$ cat src/rtl/rmsd_pkg.sv
// ----------------------------------------------------------------------------
// rmsd_pkg
// Shared widths and constants for the running mean / std-dev / min / max
// block: default field widths, second moment width and serial unit sizes.
// ----------------------------------------------------------------------------
package rmsd_pkg;

  // default field widths
  localparam int unsigned SAMPLE_BITS_DEF = 32;
  localparam int unsigned COUNT_BITS_DEF  = 32;

  // second moment accumulator, unsigned, saturating
  localparam int unsigned         M2_BITS = 64;
  localparam logic [M2_BITS-1:0]  M2_MAX  = '1;

  // shared serial divider: up to M2_BITS quotient bits per run
  localparam int unsigned DIV_STEP_BITS = $clog2(M2_BITS + 1);

  // square root unit: one root bit per step, two radicand bits consumed
  localparam int unsigned ROOT_BITS     = M2_BITS / 2;
  localparam int unsigned SQ_REM_BITS   = ROOT_BITS + 2;
  localparam int unsigned SQ_STEP_BITS  = $clog2(ROOT_BITS + 1);

endpackage

$ cat src/rtl/rmsd_if.sv
// ----------------------------------------------------------------------------
// rmsd_in_if / rmsd_out_if
// Valid/ready channels of the statistics block: sample items in, one
// summary item out per series.
// ----------------------------------------------------------------------------
interface rmsd_in_if #(
  parameter int unsigned SAMPLE_BITS = rmsd_pkg::SAMPLE_BITS_DEF
);
  logic                          valid;
  logic                          ready;
  logic signed [SAMPLE_BITS-1:0] sample;
  logic                          last;

  modport source (output valid, output sample, output last, input ready);
  modport sink   (input valid, input sample, input last, output ready);
endinterface

interface rmsd_out_if #(
  parameter int unsigned SAMPLE_BITS = rmsd_pkg::SAMPLE_BITS_DEF,
  parameter int unsigned COUNT_BITS  = rmsd_pkg::COUNT_BITS_DEF
);
  logic                          valid;
  logic                          ready;
  logic signed [SAMPLE_BITS-1:0] mean;
  logic        [SAMPLE_BITS-1:0] std_dev;
  logic signed [SAMPLE_BITS-1:0] min_value;
  logic signed [SAMPLE_BITS-1:0] max_value;
  logic        [COUNT_BITS-1:0]  sample_count;
  logic                          empty_res;

  modport source (output valid, output mean, output std_dev, output min_value,
                  output max_value, output sample_count, output empty_res,
                  input ready);
  modport sink   (input valid, input mean, input std_dev, input min_value,
                  input max_value, input sample_count, input empty_res,
                  output ready);
endinterface

$ cat src/rtl/running_mean_stddev_min_max.sv
// ----------------------------------------------------------------------------
// running_mean_stddev_min_max
// Welford running statistics over a series of signed fixed-point samples.
// Zero samples are skipped. Each nonzero sample updates a saturating count,
// the mean, the saturating second moment, min and max; the item flagged
// last emits mean, population std-dev, min, max, count and an empty flag,
// then clears the series state.
//
//   channel  dir  handshake             payload
//   in_i     in   in_i.valid/ready      sample, last
//   out_o    out  out_o.valid/ready     mean, std_dev, min_value, max_value,
//                                       sample_count, empty_res
//
// One item at a time; in_i.ready is high only while idle.
// Zero sample: captured and checked, then skipped. Nonzero sample: the
// bit-serial divide for the mean, then the 2-bit-per-cycle multiply for
// the second moment.
// Last item adds a 64-step divide of M2 by count, then a 32-step square
// root. The result waits in an output register; a later last item stalls
// only if that register is still full when its result is ready.
// Asynchronous active-low reset clears the series and the output valid flag.
// ----------------------------------------------------------------------------
module running_mean_stddev_min_max #(
  parameter int unsigned SAMPLE_BITS = rmsd_pkg::SAMPLE_BITS_DEF,
  parameter int unsigned COUNT_BITS  = rmsd_pkg::COUNT_BITS_DEF
) (
  input  logic        clk_i,
  input  logic        rst_ni,
  rmsd_in_if.sink     in_i,
  rmsd_out_if.source  out_o
);
  import rmsd_pkg::*;

  localparam int unsigned AW  = SAMPLE_BITS + 1;
  localparam int unsigned AWM = AW + (AW % 2);
  localparam int unsigned PW  = 2 * AWM;
  localparam int unsigned XW  = (PW > M2_BITS) ? PW : M2_BITS;
  localparam int unsigned RW  = (ROOT_BITS > SAMPLE_BITS) ? ROOT_BITS : SAMPLE_BITS;

  localparam logic signed [SAMPLE_BITS-1:0] SMAX = {1'b0, {(SAMPLE_BITS-1){1'b1}}};
  localparam logic signed [SAMPLE_BITS-1:0] SMIN = {1'b1, {(SAMPLE_BITS-1){1'b0}}};

  // sequencer states
  localparam logic [3:0] ST_IDLE  = 4'd0;
  localparam logic [3:0] ST_PREP  = 4'd1;
  localparam logic [3:0] ST_DIV   = 4'd2;
  localparam logic [3:0] ST_BDIF  = 4'd3;
  localparam logic [3:0] ST_MUL   = 4'd4;
  localparam logic [3:0] ST_FDIV  = 4'd5;
  localparam logic [3:0] ST_FWAIT = 4'd6;
  localparam logic [3:0] ST_SQRT  = 4'd7;
  localparam logic [3:0] ST_OUT   = 4'd8;

  logic [3:0]                    state_q, state_d;

  // series state
  logic [COUNT_BITS-1:0]         count_q;
  logic signed [SAMPLE_BITS-1:0] mean_q;
  logic [M2_BITS-1:0]            m2_q;
  logic signed [SAMPLE_BITS-1:0] min_q;
  logic signed [SAMPLE_BITS-1:0] max_q;

  // per-item working registers
  logic signed [SAMPLE_BITS-1:0] x_q;
  logic                          last_q;
  logic [AW-1:0]                 a_q;
  logic                          neg_q;
  logic [SAMPLE_BITS-1:0]        sd_q;

  // output register
  logic                          out_valid_q;
  logic signed [SAMPLE_BITS-1:0] out_mean_q;
  logic [SAMPLE_BITS-1:0]        out_sd_q;
  logic signed [SAMPLE_BITS-1:0] out_min_q;
  logic signed [SAMPLE_BITS-1:0] out_max_q;
  logic [COUNT_BITS-1:0]         out_count_q;
  logic                          out_empty_q;

  logic                          in_accept;
  logic                          out_load;
  logic                          series_empty;
  logic [AW-1:0]                 d_full;
  logic [AW-1:0]                 a_d;
  logic [COUNT_BITS-1:0]         cnt_inc;

  logic                          div_start;
  logic [M2_BITS-1:0]            div_dvd;
  logic [COUNT_BITS-1:0]         div_dsr;
  logic [DIV_STEP_BITS-1:0]      div_steps;
  logic                          div_done;
  logic [M2_BITS-1:0]            div_quot;

  logic [SAMPLE_BITS+1:0]        mean_ext;
  logic [SAMPLE_BITS+1:0]        q_ext;
  logic [SAMPLE_BITS+1:0]        nm_full;

  logic                          mul_start;
  logic                          mul_done;
  logic [PW-1:0]                 mul_prod;
  logic [XW-1:0]                 prod_ext;
  logic [M2_BITS-1:0]            prod_sat;
  logic [M2_BITS:0]              m2_sum;
  logic [M2_BITS-1:0]            m2_nx;

  logic                          sqrt_start;
  logic                          sqrt_done;
  logic [ROOT_BITS-1:0]          root;
  logic [RW-1:0]                 root_ext;
  logic [SAMPLE_BITS-1:0]        sd_sat;

  assign in_i.ready   = (state_q == ST_IDLE);
  assign in_accept    = in_i.valid && in_i.ready;
  assign series_empty = (count_q == '0);
  assign out_load     = (state_q == ST_OUT) && (!out_valid_q || out_o.ready);

  // deviation from the mean and its magnitude (b reuses this after the mean moves)
  always_comb begin
    d_full  = {x_q[SAMPLE_BITS-1], x_q} - {mean_q[SAMPLE_BITS-1], mean_q};
    a_d     = d_full[AW-1] ? (AW'(0) - d_full) : d_full;
    cnt_inc = (count_q == '1) ? count_q : count_q + 1'b1;
  end

  // divider operand select: mean step or final variance
  always_comb begin
    div_start = ((state_q == ST_PREP) && (x_q != '0))
             || ((state_q == ST_FDIV) && !series_empty);
    if (state_q == ST_PREP) begin
      div_dvd   = {a_d, {(M2_BITS-AW){1'b0}}};
      div_dsr   = cnt_inc;
      div_steps = DIV_STEP_BITS'(AW);
    end else begin
      div_dvd   = m2_q;
      div_dsr   = count_q;
      div_steps = DIV_STEP_BITS'(M2_BITS);
    end
  end

  // new mean, quotient truncated toward zero
  always_comb begin
    mean_ext = {{2{mean_q[SAMPLE_BITS-1]}}, mean_q};
    q_ext    = {1'b0, div_quot[AW-1:0]};
    nm_full  = neg_q ? (mean_ext - q_ext) : (mean_ext + q_ext);
  end

  // saturating second moment update
  always_comb begin
    mul_start = (state_q == ST_BDIF);
    prod_ext  = XW'(mul_prod);
    prod_sat  = (prod_ext > XW'(M2_MAX)) ? M2_MAX : prod_ext[M2_BITS-1:0];
    m2_sum    = {1'b0, m2_q} + {1'b0, prod_sat};
    m2_nx     = m2_sum[M2_BITS] ? M2_MAX : m2_sum[M2_BITS-1:0];
  end

  // square root start and clamp to the sample width
  always_comb begin
    sqrt_start = (state_q == ST_FWAIT) && div_done;
    root_ext   = RW'(root);
    sd_sat     = (root_ext > RW'({SAMPLE_BITS{1'b1}})) ? {SAMPLE_BITS{1'b1}}
                                                       : root_ext[SAMPLE_BITS-1:0];
  end

  // sequencer
  always_comb begin
    state_d = state_q;
    unique case (state_q)
      ST_IDLE:  if (in_accept) state_d = ST_PREP;
      ST_PREP: begin
        if (x_q != '0)  state_d = ST_DIV;
        else if (last_q) state_d = ST_FDIV;
        else            state_d = ST_IDLE;
      end
      ST_DIV:   if (div_done) state_d = ST_BDIF;
      ST_BDIF:  state_d = ST_MUL;
      ST_MUL:   if (mul_done) state_d = last_q ? ST_FDIV : ST_IDLE;
      ST_FDIV:  state_d = series_empty ? ST_OUT : ST_FWAIT;
      ST_FWAIT: if (div_done) state_d = ST_SQRT;
      ST_SQRT:  if (sqrt_done) state_d = ST_OUT;
      ST_OUT:   if (out_load) state_d = ST_IDLE;
      default:  state_d = ST_IDLE;
    endcase
  end

  // control and series state
  always_ff @(posedge clk_i or negedge rst_ni) begin
    if (!rst_ni) begin
      state_q     <= ST_IDLE;
      count_q     <= '0;
      mean_q      <= '0;
      m2_q        <= '0;
      min_q       <= SMAX;
      max_q       <= SMIN;
      out_valid_q <= 1'b0;
    end else begin
      state_q <= state_d;
      if ((state_q == ST_PREP) && (x_q != '0)) begin
        count_q <= cnt_inc;
        if (x_q < min_q) min_q <= x_q;
        if (x_q > max_q) max_q <= x_q;
      end
      if ((state_q == ST_DIV) && div_done) begin
        mean_q <= nm_full[SAMPLE_BITS-1:0];
      end
      if ((state_q == ST_MUL) && mul_done) begin
        m2_q <= m2_nx;
      end
      if (out_load) begin
        count_q <= '0;
        mean_q  <= '0;
        m2_q    <= '0;
        min_q   <= SMAX;
        max_q   <= SMIN;
      end
      if (out_load) begin
        out_valid_q <= 1'b1;
      end else if (out_o.ready) begin
        out_valid_q <= 1'b0;
      end
    end
  end

  // working and output payload registers
  always_ff @(posedge clk_i) begin
    if (in_accept) begin
      x_q    <= in_i.sample;
      last_q <= in_i.last;
    end
    if (state_q == ST_PREP) begin
      a_q   <= a_d;
      neg_q <= d_full[AW-1];
    end
    if ((state_q == ST_SQRT) && sqrt_done) begin
      sd_q <= sd_sat;
    end
    if (out_load) begin
      out_empty_q <= series_empty;
      out_count_q <= count_q;
      out_mean_q  <= series_empty ? '0 : mean_q;
      out_sd_q    <= series_empty ? '0 : sd_q;
      out_min_q   <= series_empty ? '0 : min_q;
      out_max_q   <= series_empty ? '0 : max_q;
    end
  end

  assign out_o.valid        = out_valid_q;
  assign out_o.mean         = out_mean_q;
  assign out_o.std_dev      = out_sd_q;
  assign out_o.min_value    = out_min_q;
  assign out_o.max_value    = out_max_q;
  assign out_o.sample_count = out_count_q;
  assign out_o.empty_res    = out_empty_q;

  // shared serial divider
  rmsd_div #(
    .COUNT_BITS (COUNT_BITS)
  ) u_div (
    .clk_i      (clk_i),
    .rst_ni     (rst_ni),
    .start_i    (div_start),
    .dividend_i (div_dvd),
    .divisor_i  (div_dsr),
    .steps_i    (div_steps),
    .done_o     (div_done),
    .quotient_o (div_quot)
  );

  // |d| * |x - mean'|
  rmsd_mul #(
    .OP_BITS (AWM)
  ) u_mul (
    .clk_i     (clk_i),
    .rst_ni    (rst_ni),
    .start_i   (mul_start),
    .a_i       (AWM'(a_q)),
    .b_i       (AWM'(a_d)),
    .done_o    (mul_done),
    .product_o (mul_prod)
  );

  // std-dev from M2 / count
  rmsd_sqrt u_sqrt (
    .clk_i      (clk_i),
    .rst_ni     (rst_ni),
    .start_i    (sqrt_start),
    .radicand_i (div_quot),
    .done_o     (sqrt_done),
    .root_o     (root)
  );

  // min never above max once a sample is counted
  a_min_le_max: assert property (@(posedge clk_i) disable iff (!rst_ni)
    (count_q != '0) |-> (min_q <= max_q))
    else $error("min above max with nonzero count");

  // the running mean stays inside the seen range between items
  a_mean_in_range: assert property (@(posedge clk_i) disable iff (!rst_ni)
    ((state_q == ST_IDLE) && (count_q != '0)) |-> ((min_q <= mean_q) && (mean_q <= max_q)))
    else $error("mean outside min/max");

  // count only grows or holds within a series
  a_count_mono: assert property (@(posedge clk_i) disable iff (!rst_ni)
    (state_q != ST_OUT) |=> (count_q >= $past(count_q)))
    else $error("count dropped inside a series");

  // divider completes only where the sequencer waits for it
  a_div_done_state: assert property (@(posedge clk_i) disable iff (!rst_ni)
    div_done |-> ((state_q == ST_DIV) || (state_q == ST_FWAIT)))
    else $error("divider done in unexpected state");

  // an empty result carries a zero count
  a_empty_zero: assert property (@(posedge clk_i) disable iff (!rst_ni)
    (out_o.valid && out_o.empty_res) |-> (out_o.sample_count == '0))
    else $error("empty result with nonzero count");

endmodule

$ cat src/rtl/rmsd_div.sv
// ----------------------------------------------------------------------------
// rmsd_div
// Restoring radix-2 divider, one quotient bit per cycle. The dividend is
// left aligned and shifted out MSB first; quotient bits shift in at the
// bottom, so after N steps the low N bits hold the quotient.
// ----------------------------------------------------------------------------
module rmsd_div #(
  parameter int unsigned COUNT_BITS = rmsd_pkg::COUNT_BITS_DEF
) (
  input  logic                                 clk_i,
  input  logic                                 rst_ni,
  input  logic                                 start_i,
  input  logic [rmsd_pkg::M2_BITS-1:0]         dividend_i,
  input  logic [COUNT_BITS-1:0]                divisor_i,
  input  logic [rmsd_pkg::DIV_STEP_BITS-1:0]   steps_i,
  output logic                                 done_o,
  output logic [rmsd_pkg::M2_BITS-1:0]         quotient_o
);
  import rmsd_pkg::*;

  logic [M2_BITS-1:0]       dvd_q;
  logic [COUNT_BITS-1:0]    rem_q;
  logic [COUNT_BITS-1:0]    dsr_q;
  logic [DIV_STEP_BITS-1:0] cnt_q;
  logic                     done_q;

  logic [COUNT_BITS:0]      shifted;
  logic [COUNT_BITS:0]      diff;
  logic                     ge;
  logic [COUNT_BITS-1:0]    rem_d;

  // one trial subtraction per cycle
  always_comb begin
    shifted = {rem_q, dvd_q[M2_BITS-1]};
    diff    = shifted - {1'b0, dsr_q};
    ge      = (shifted >= {1'b0, dsr_q});
    rem_d   = ge ? diff[COUNT_BITS-1:0] : shifted[COUNT_BITS-1:0];
  end

  // step counter and done pulse
  always_ff @(posedge clk_i or negedge rst_ni) begin
    if (!rst_ni) begin
      cnt_q  <= '0;
      done_q <= 1'b0;
    end else if (start_i) begin
      cnt_q  <= steps_i;
      done_q <= 1'b0;
    end else if (cnt_q != '0) begin
      cnt_q  <= cnt_q - 1'b1;
      done_q <= (cnt_q == DIV_STEP_BITS'(1));
    end else begin
      done_q <= 1'b0;
    end
  end

  // datapath shift registers
  always_ff @(posedge clk_i) begin
    if (start_i) begin
      dvd_q <= dividend_i;
      rem_q <= '0;
      dsr_q <= divisor_i;
    end else if (cnt_q != '0) begin
      dvd_q <= {dvd_q[M2_BITS-2:0], ge};
      rem_q <= rem_d;
    end
  end

  assign done_o     = done_q;
  assign quotient_o = dvd_q;

endmodule

$ cat src/rtl/rmsd_mul.sv
// ----------------------------------------------------------------------------
// rmsd_mul
// Unsigned shift-add multiplier, two multiplier bits per cycle. The
// multiplier sits in the low half of the product register and is shifted
// out as partial products accumulate in the high half.
// ----------------------------------------------------------------------------
module rmsd_mul #(
  parameter int unsigned OP_BITS = 34
) (
  input  logic                   clk_i,
  input  logic                   rst_ni,
  input  logic                   start_i,
  input  logic [OP_BITS-1:0]     a_i,
  input  logic [OP_BITS-1:0]     b_i,
  output logic                   done_o,
  output logic [2*OP_BITS-1:0]   product_o
);
  import rmsd_pkg::*;

  localparam int unsigned STEPS = OP_BITS / 2;
  localparam int unsigned CW    = $clog2(STEPS + 1);

  logic [2*OP_BITS-1:0] p_q;
  logic [OP_BITS-1:0]   b_q;
  logic [CW-1:0]        cnt_q;
  logic                 done_q;

  logic [OP_BITS+1:0]   pp;
  logic [OP_BITS+1:0]   sum;

  // partial product for one radix-4 digit, added to the upper half
  always_comb begin
    pp  = ({2'b00, b_q} & {(OP_BITS+2){p_q[0]}})
        + ({1'b0, b_q, 1'b0} & {(OP_BITS+2){p_q[1]}});
    sum = {2'b00, p_q[2*OP_BITS-1:OP_BITS]} + pp;
  end

  // step counter and done pulse
  always_ff @(posedge clk_i or negedge rst_ni) begin
    if (!rst_ni) begin
      cnt_q  <= '0;
      done_q <= 1'b0;
    end else if (start_i) begin
      cnt_q  <= CW'(STEPS);
      done_q <= 1'b0;
    end else if (cnt_q != '0) begin
      cnt_q  <= cnt_q - 1'b1;
      done_q <= (cnt_q == CW'(1));
    end else begin
      done_q <= 1'b0;
    end
  end

  // product register
  always_ff @(posedge clk_i) begin
    if (start_i) begin
      p_q <= {{OP_BITS{1'b0}}, a_i};
      b_q <= b_i;
    end else if (cnt_q != '0) begin
      p_q <= {sum, p_q[OP_BITS-1:2]};
    end
  end

  assign done_o    = done_q;
  assign product_o = p_q;

endmodule

$ cat src/rtl/rmsd_sqrt.sv
// ----------------------------------------------------------------------------
// rmsd_sqrt
// Digit-by-digit integer square root: two radicand bits in and one root
// bit out per cycle, floor result after ROOT_BITS steps.
// ----------------------------------------------------------------------------
module rmsd_sqrt (
  input  logic                              clk_i,
  input  logic                              rst_ni,
  input  logic                              start_i,
  input  logic [rmsd_pkg::M2_BITS-1:0]      radicand_i,
  output logic                              done_o,
  output logic [rmsd_pkg::ROOT_BITS-1:0]    root_o
);
  import rmsd_pkg::*;

  logic [M2_BITS-1:0]      rad_q;
  logic [SQ_REM_BITS-1:0]  rem_q;
  logic [ROOT_BITS-1:0]    root_q;
  logic [SQ_STEP_BITS-1:0] cnt_q;
  logic                    done_q;

  logic [SQ_REM_BITS+1:0]  sh;
  logic [SQ_REM_BITS+1:0]  trial;
  logic [SQ_REM_BITS+1:0]  diff;
  logic                    ge;

  // trial subtract of 4*root + 1
  always_comb begin
    sh    = {rem_q, rad_q[M2_BITS-1:M2_BITS-2]};
    trial = {2'b00, root_q, 2'b01};
    diff  = sh - trial;
    ge    = (sh >= trial);
  end

  // step counter and done pulse
  always_ff @(posedge clk_i or negedge rst_ni) begin
    if (!rst_ni) begin
      cnt_q  <= '0;
      done_q <= 1'b0;
    end else if (start_i) begin
      cnt_q  <= SQ_STEP_BITS'(ROOT_BITS);
      done_q <= 1'b0;
    end else if (cnt_q != '0) begin
      cnt_q  <= cnt_q - 1'b1;
      done_q <= (cnt_q == SQ_STEP_BITS'(1));
    end else begin
      done_q <= 1'b0;
    end
  end

  // radicand, remainder and root registers
  always_ff @(posedge clk_i) begin
    if (start_i) begin
      rad_q  <= radicand_i;
      rem_q  <= '0;
      root_q <= '0;
    end else if (cnt_q != '0) begin
      rad_q  <= {rad_q[M2_BITS-3:0], 2'b00};
      rem_q  <= ge ? diff[SQ_REM_BITS-1:0] : sh[SQ_REM_BITS-1:0];
      root_q <= {root_q[ROOT_BITS-2:0], ge};
    end
  end

  assign done_o = done_q;
  assign root_o = root_q;

endmodule

$ cat src/flat_wrapper.sv
// flat-port wrapper written by rule: the top's interface ports become plain ports
module running_mean_stddev_min_max_flat import rmsd_pkg::*;
#(
  parameter int unsigned SAMPLE_BITS = rmsd_pkg::SAMPLE_BITS_DEF,
  parameter int unsigned COUNT_BITS  = rmsd_pkg::COUNT_BITS_DEF
)
  (clk_i, rst_ni, in_i_valid, in_i_sample, in_i_last, in_i_ready, out_o_valid, out_o_mean, out_o_std_dev, out_o_min_value, out_o_max_value, out_o_sample_count, out_o_empty_res, out_o_ready);
  rmsd_in_if #(.SAMPLE_BITS(SAMPLE_BITS)) in_i_i ();
  rmsd_out_if #(.SAMPLE_BITS(SAMPLE_BITS), .COUNT_BITS(COUNT_BITS)) out_o_i ();
  input  logic clk_i;
  input  logic rst_ni;
  input wire logic [$bits(in_i_i.valid)-1:0] in_i_valid;
  input wire logic [$bits(in_i_i.sample)-1:0] in_i_sample;
  input wire logic [$bits(in_i_i.last)-1:0] in_i_last;
  output wire logic [$bits(in_i_i.ready)-1:0] in_i_ready;
  output wire logic [$bits(out_o_i.valid)-1:0] out_o_valid;
  output wire logic [$bits(out_o_i.mean)-1:0] out_o_mean;
  output wire logic [$bits(out_o_i.std_dev)-1:0] out_o_std_dev;
  output wire logic [$bits(out_o_i.min_value)-1:0] out_o_min_value;
  output wire logic [$bits(out_o_i.max_value)-1:0] out_o_max_value;
  output wire logic [$bits(out_o_i.sample_count)-1:0] out_o_sample_count;
  output wire logic [$bits(out_o_i.empty_res)-1:0] out_o_empty_res;
  input wire logic [$bits(out_o_i.ready)-1:0] out_o_ready;
  assign in_i_i.valid = in_i_valid;
  assign in_i_i.sample = in_i_sample;
  assign in_i_i.last = in_i_last;
  assign in_i_ready = in_i_i.ready;
  assign out_o_valid = out_o_i.valid;
  assign out_o_mean = out_o_i.mean;
  assign out_o_std_dev = out_o_i.std_dev;
  assign out_o_min_value = out_o_i.min_value;
  assign out_o_max_value = out_o_i.max_value;
  assign out_o_sample_count = out_o_i.sample_count;
  assign out_o_empty_res = out_o_i.empty_res;
  assign out_o_i.ready = out_o_ready;
  running_mean_stddev_min_max #(.SAMPLE_BITS(SAMPLE_BITS), .COUNT_BITS(COUNT_BITS)) u_core (.clk_i(clk_i), .rst_ni(rst_ni), .in_i(in_i_i), .out_o(out_o_i));
endmodule
$ cat config.mk
export PLATFORM = sky130hd
export DESIGN_NAME = running_mean_stddev_min_max_flat
export DESIGN_NICKNAME = d
export VERILOG_FILES = /design/src/rtl/rmsd_pkg.sv /design/src/rtl/rmsd_if.sv /design/src/rtl/running_mean_stddev_min_max.sv /design/src/rtl/rmsd_div.sv /design/src/rtl/rmsd_mul.sv /design/src/rtl/rmsd_sqrt.sv /design/src/flat_wrapper.sv
export SDC_FILE = /design/constraint.sdc
export NUM_CORES = 2
export LEC_CHECK = 0
export ABC_CLOCK_PERIOD_IN_PS = 8800
export BUFFER_PORTS_ARGS = -buffer_cell sky130_fd_sc_hd__buf_4
export CAP_MARGIN = 20
export CORE_MARGIN = 4
export CORE_UTILIZATION = 55
export DETAILED_ROUTE_END_ITERATION = 10
export PLACE_DENSITY = 0.76
export REMOVE_ABC_BUFFERS = 1
export SLEW_MARGIN = 30
export SYNTH_ARGS = -nofsm -noshare
export SYNTH_HDL_FRONTEND = slang
export SYNTH_HIERARCHICAL = 1
export SYNTH_SLANG_ARGS = --single-unit
$ cat constraint.sdc
create_clock -name clk_i -period 8.8 [get_ports clk_i]
set_clock_uncertainty 0.05 [all_clocks]
set_input_delay 1.32 -clock clk_i [delete_from_list [all_inputs] [get_ports clk_i]]
set_output_delay 1.32 -clock clk_i [all_outputs]
set_load 0.02 [all_outputs]
==> reports/results.ini <==
[hold_path]
min_from = u_core/u_sqrt/root_o[22]
min_path_type = reg2reg

[sta]
relSlewSlack_pct = 29.8
grt_setup_unrepaired = false
setup_slack_ns = 3.34
finalCritPeriodShare_pct = 62.0
maxSlewViolCount = 0
hold_viol_final = 0
setup-violations-final = 0
max_freq_ghz = 0.183
max_slew.worst_pin.slew_ns = 1.04
period_needed_ns = 5.46

[die]
core_mm2 = 0.0903
die_area_mm2 = 0.0962
num_rows = 110
io_pins = 200
die_y_um = 310
die_width_um = 310
initial_core_util_pct = 55.6

[placement]
dp.cells = 6145
dp_hpwl_mm = 96.4
dpl_worst_slack_ns = 3.20
gp_congestion = 0.973
port_buffers = 199

[critical_path]
startpoint_type = register
worstReg2RegStart = u_core/u_mul/product_o[66]
worst_ep_required_time_ns = 9.32
reg2reg_to = u_core/m2_q[11]
worstPathArrival_ns = 5.97
cp-end-kind = register
r2r_slack_ns = 3.34
crit_path_max_fanout = 47
ff2ff_path_depth = 18
cp-endpoint = u_core/m2_q[11]
path_class = reg2reg
crit_start = u_core/u_mul/product_o[66]

[route]
drtPass1Iterations = 6
totalWireLength_mm = 136
drc = 0
num_vias = 39200
wl_per_cell_um = 21.5
drt_iter0_drc = 4049
post_drt_via_cell_ratio = 6.21
antenna_left = 0

[grt]
grt_busiest_layer = met2
use_met2_pct = 45.7
met1_usage_pct = 37.9
use_met3_pct = 4.59
grt_overflow = 0
grt_pass1_wl_mm = 213
grt_max_degree = 145
grt_usage_pct = 27.8
antenna_found_initial = 2
grt_pass1_vias = 37900

[clock_network]
cts_sinks = 838
post_cts_buffers = 0
insertion_delay_ns = 0.70
clkTransAtPathRegs_ns = 0.07
cts_tree = done
post_cts_resized = 0
cts_hold_buffers = 0
clockBufferDepth = 3
cts_root_buffer = clkbuf_16
cts_htree_levels = 3
cts_made_buffers = 90

[synth]
synthFlopType = edfxtp_1
ys_warn_count = 6
synth_area_leader_cell = edfxtp_1
synth_edf_count = 488
avgSynthCellArea_um2 = 10.1
synth_seq_cells = 838
synth_area_leaders = edfxtp_1 (29%), dfrtp_1 (9.3%), ha_1 (7.6%), dfxtp_1 (5.3%), mux2_2 (4.5%)
synth_top_area_share_pct = 29.2
yosysUniqueCellTypes = 112
ys_seq_area_share_pct = 45.4
synthesis.area_mm2 = 0.0502
synthArstFlopShare_pct = 26.0
synthCells = 4979

[cells_and_area]
multi_input_area_mm2 = 0.0256
final_common_cell = edfxtp_1
final_cell_mix = edfxtp_1 (488), nor2_1 (393), nand2_1 (370)
fillers = 7260
regArea_mm2 = 0.0228
finalNetCount = 5444
diodes = 0
syn2layout_area_growth_pct = 11.1
final_cells = 6317
drive_gt1_share_pct = 14.4

[flow_run]
drv_cap = 0

[run_status]
outcome = finished, final reports clean

## synth_stat cells, types with 78 or more instances
cell type  instances
ha_1             306
clkbuf_1         217
mux2_2           199
inv_1            242
and2_1           128
xor2_1           108
o21ai_0          232
nor2_1           401
dfxtp_1          132
nor3_1            78
xnor2_1          163
a21oi_1          348
nand2b_1         108
a31oi_1          124
dfrtp_1          186
a21o_1           154
nand3_1           89
edfxtp_1         488
nand2_1          372
## through the flow
step                utilization [%]  setup TNS [ns]  cell area (µm²)  hold WS (ns)
floorplan                         -        -3566.92            49200         0.358
global placement               58.2               0            52600         0.361
detailed placement             58.3               0            52600         0.365
CTS                            61.7               0            55700         0.382
global route                   61.7               0            55800         0.391
finish                         61.7               0            55800         0.381
## cells by family (layout without fill, tap and decap cells)
| kind of cell | after synthesis | in the layout | share of synthesized area (%) |
|---|---|---|---|
| buffers and inverters | 496 | 653 | 3.86 |
| other | 1 | 6 | 0.00747 |
| AOI/OAI and AO/OA | 1316 | 1316 | 17.2 |
| muxes | 215 | 215 | 4.78 |
| adders and majority gates | 344 | 344 | 9.14 |
| and+or+nand+nor | 1498 | 1498 | 14.8 |
| xor gates and xnor gates | 271 | 271 | 4.73 |
| DFF | 838 | 838 | 45.4 |
## critical path, stage by stage, from the launching register on
cell and delay, ns:
dfxtp_1 0.35, nor4_2 0.34, buf_4 0.48, nand2b_1 0.14, ha_1 0.23, inv_1 0.07, fa_1 0.20, nor2b_1 0.07
o31a_1 0.27, o311ai_1 0.64, nand3_1 0.26, a32oi_1 0.38, nand2_1 0.17, a31oi_1 0.24, o21ai_0 0.21, a21oi_4 0.27
buf_4 0.58, a21oi_1 0.14, a21o_1 0.20
## metal layers
| metal | vias up | routed length, µm |
|---|---|---|
| met1 | 19100 | 57500 |
| li1 | 18300 | - |
| met3 | 258 | 10400 |
| met2 | 1522 | 63500 |
| met5 | - | 0 |
| met4 | 0 | 4380 |
## area by class of cell
class | count | area share, %
multi-input combinational | 3650 | 45.9
inverter | 245 | 1.67
tap | 1176 | 2.64
sequential | 838 | 40.9
timing repair buffer | 238 | 3.32
clock buffer | 112 | 4.43
clock inverter | 58 | 1.16
## how the worst min path moves through the flow
stage | endpoint | slack, ns | cells past startpoint
after CTS | u_core/sd_q[4] | 0.38 | 0
after global routing | u_core/sd_q[6] | 0.39 | 0
after floorplan | u_core/sd_q[0] | 0.36 | 0
final | u_core/sd_q[22] | 0.38 | 0
after detailed placement | u_core/sd_q[4] | 0.37 | 0
after global placement | u_core/sd_q[3] | 0.36 | 0
## registers in the layout, indices dropped and copies added, names as in the netlist, 6 cells and up
register and count:
u_core/u_mul/product_o 68, u_core/m2_q 64, u_core/u_div/quotient_o 64, u_core/u_sqrt/rad_q 64
u_core/u_mul/b_q 34, u_core/u_sqrt/rem_q 34, u_core/a_q 33, u_core/count_q 32
u_core/max_q 32, u_core/mean_q 32, u_core/min_q 32, u_core/out_o.max_value 32
u_core/out_o.mean 32, u_core/out_o.min_value 32, u_core/out_o.sample_count 32, u_core/out_o.std_dev 32
u_core/sd_q 32, u_core/u_div/dsr_q 32, u_core/u_div/rem_q 32, u_core/u_sqrt/root_o 32
u_core/x_q 32, u_core/u_div/cnt_q 7, u_core/u_sqrt/cnt_q 6
Power is left out: the tool's default activity adds up to more than one toggle a clock period on the data nets, which glitch-free logic cannot reach.
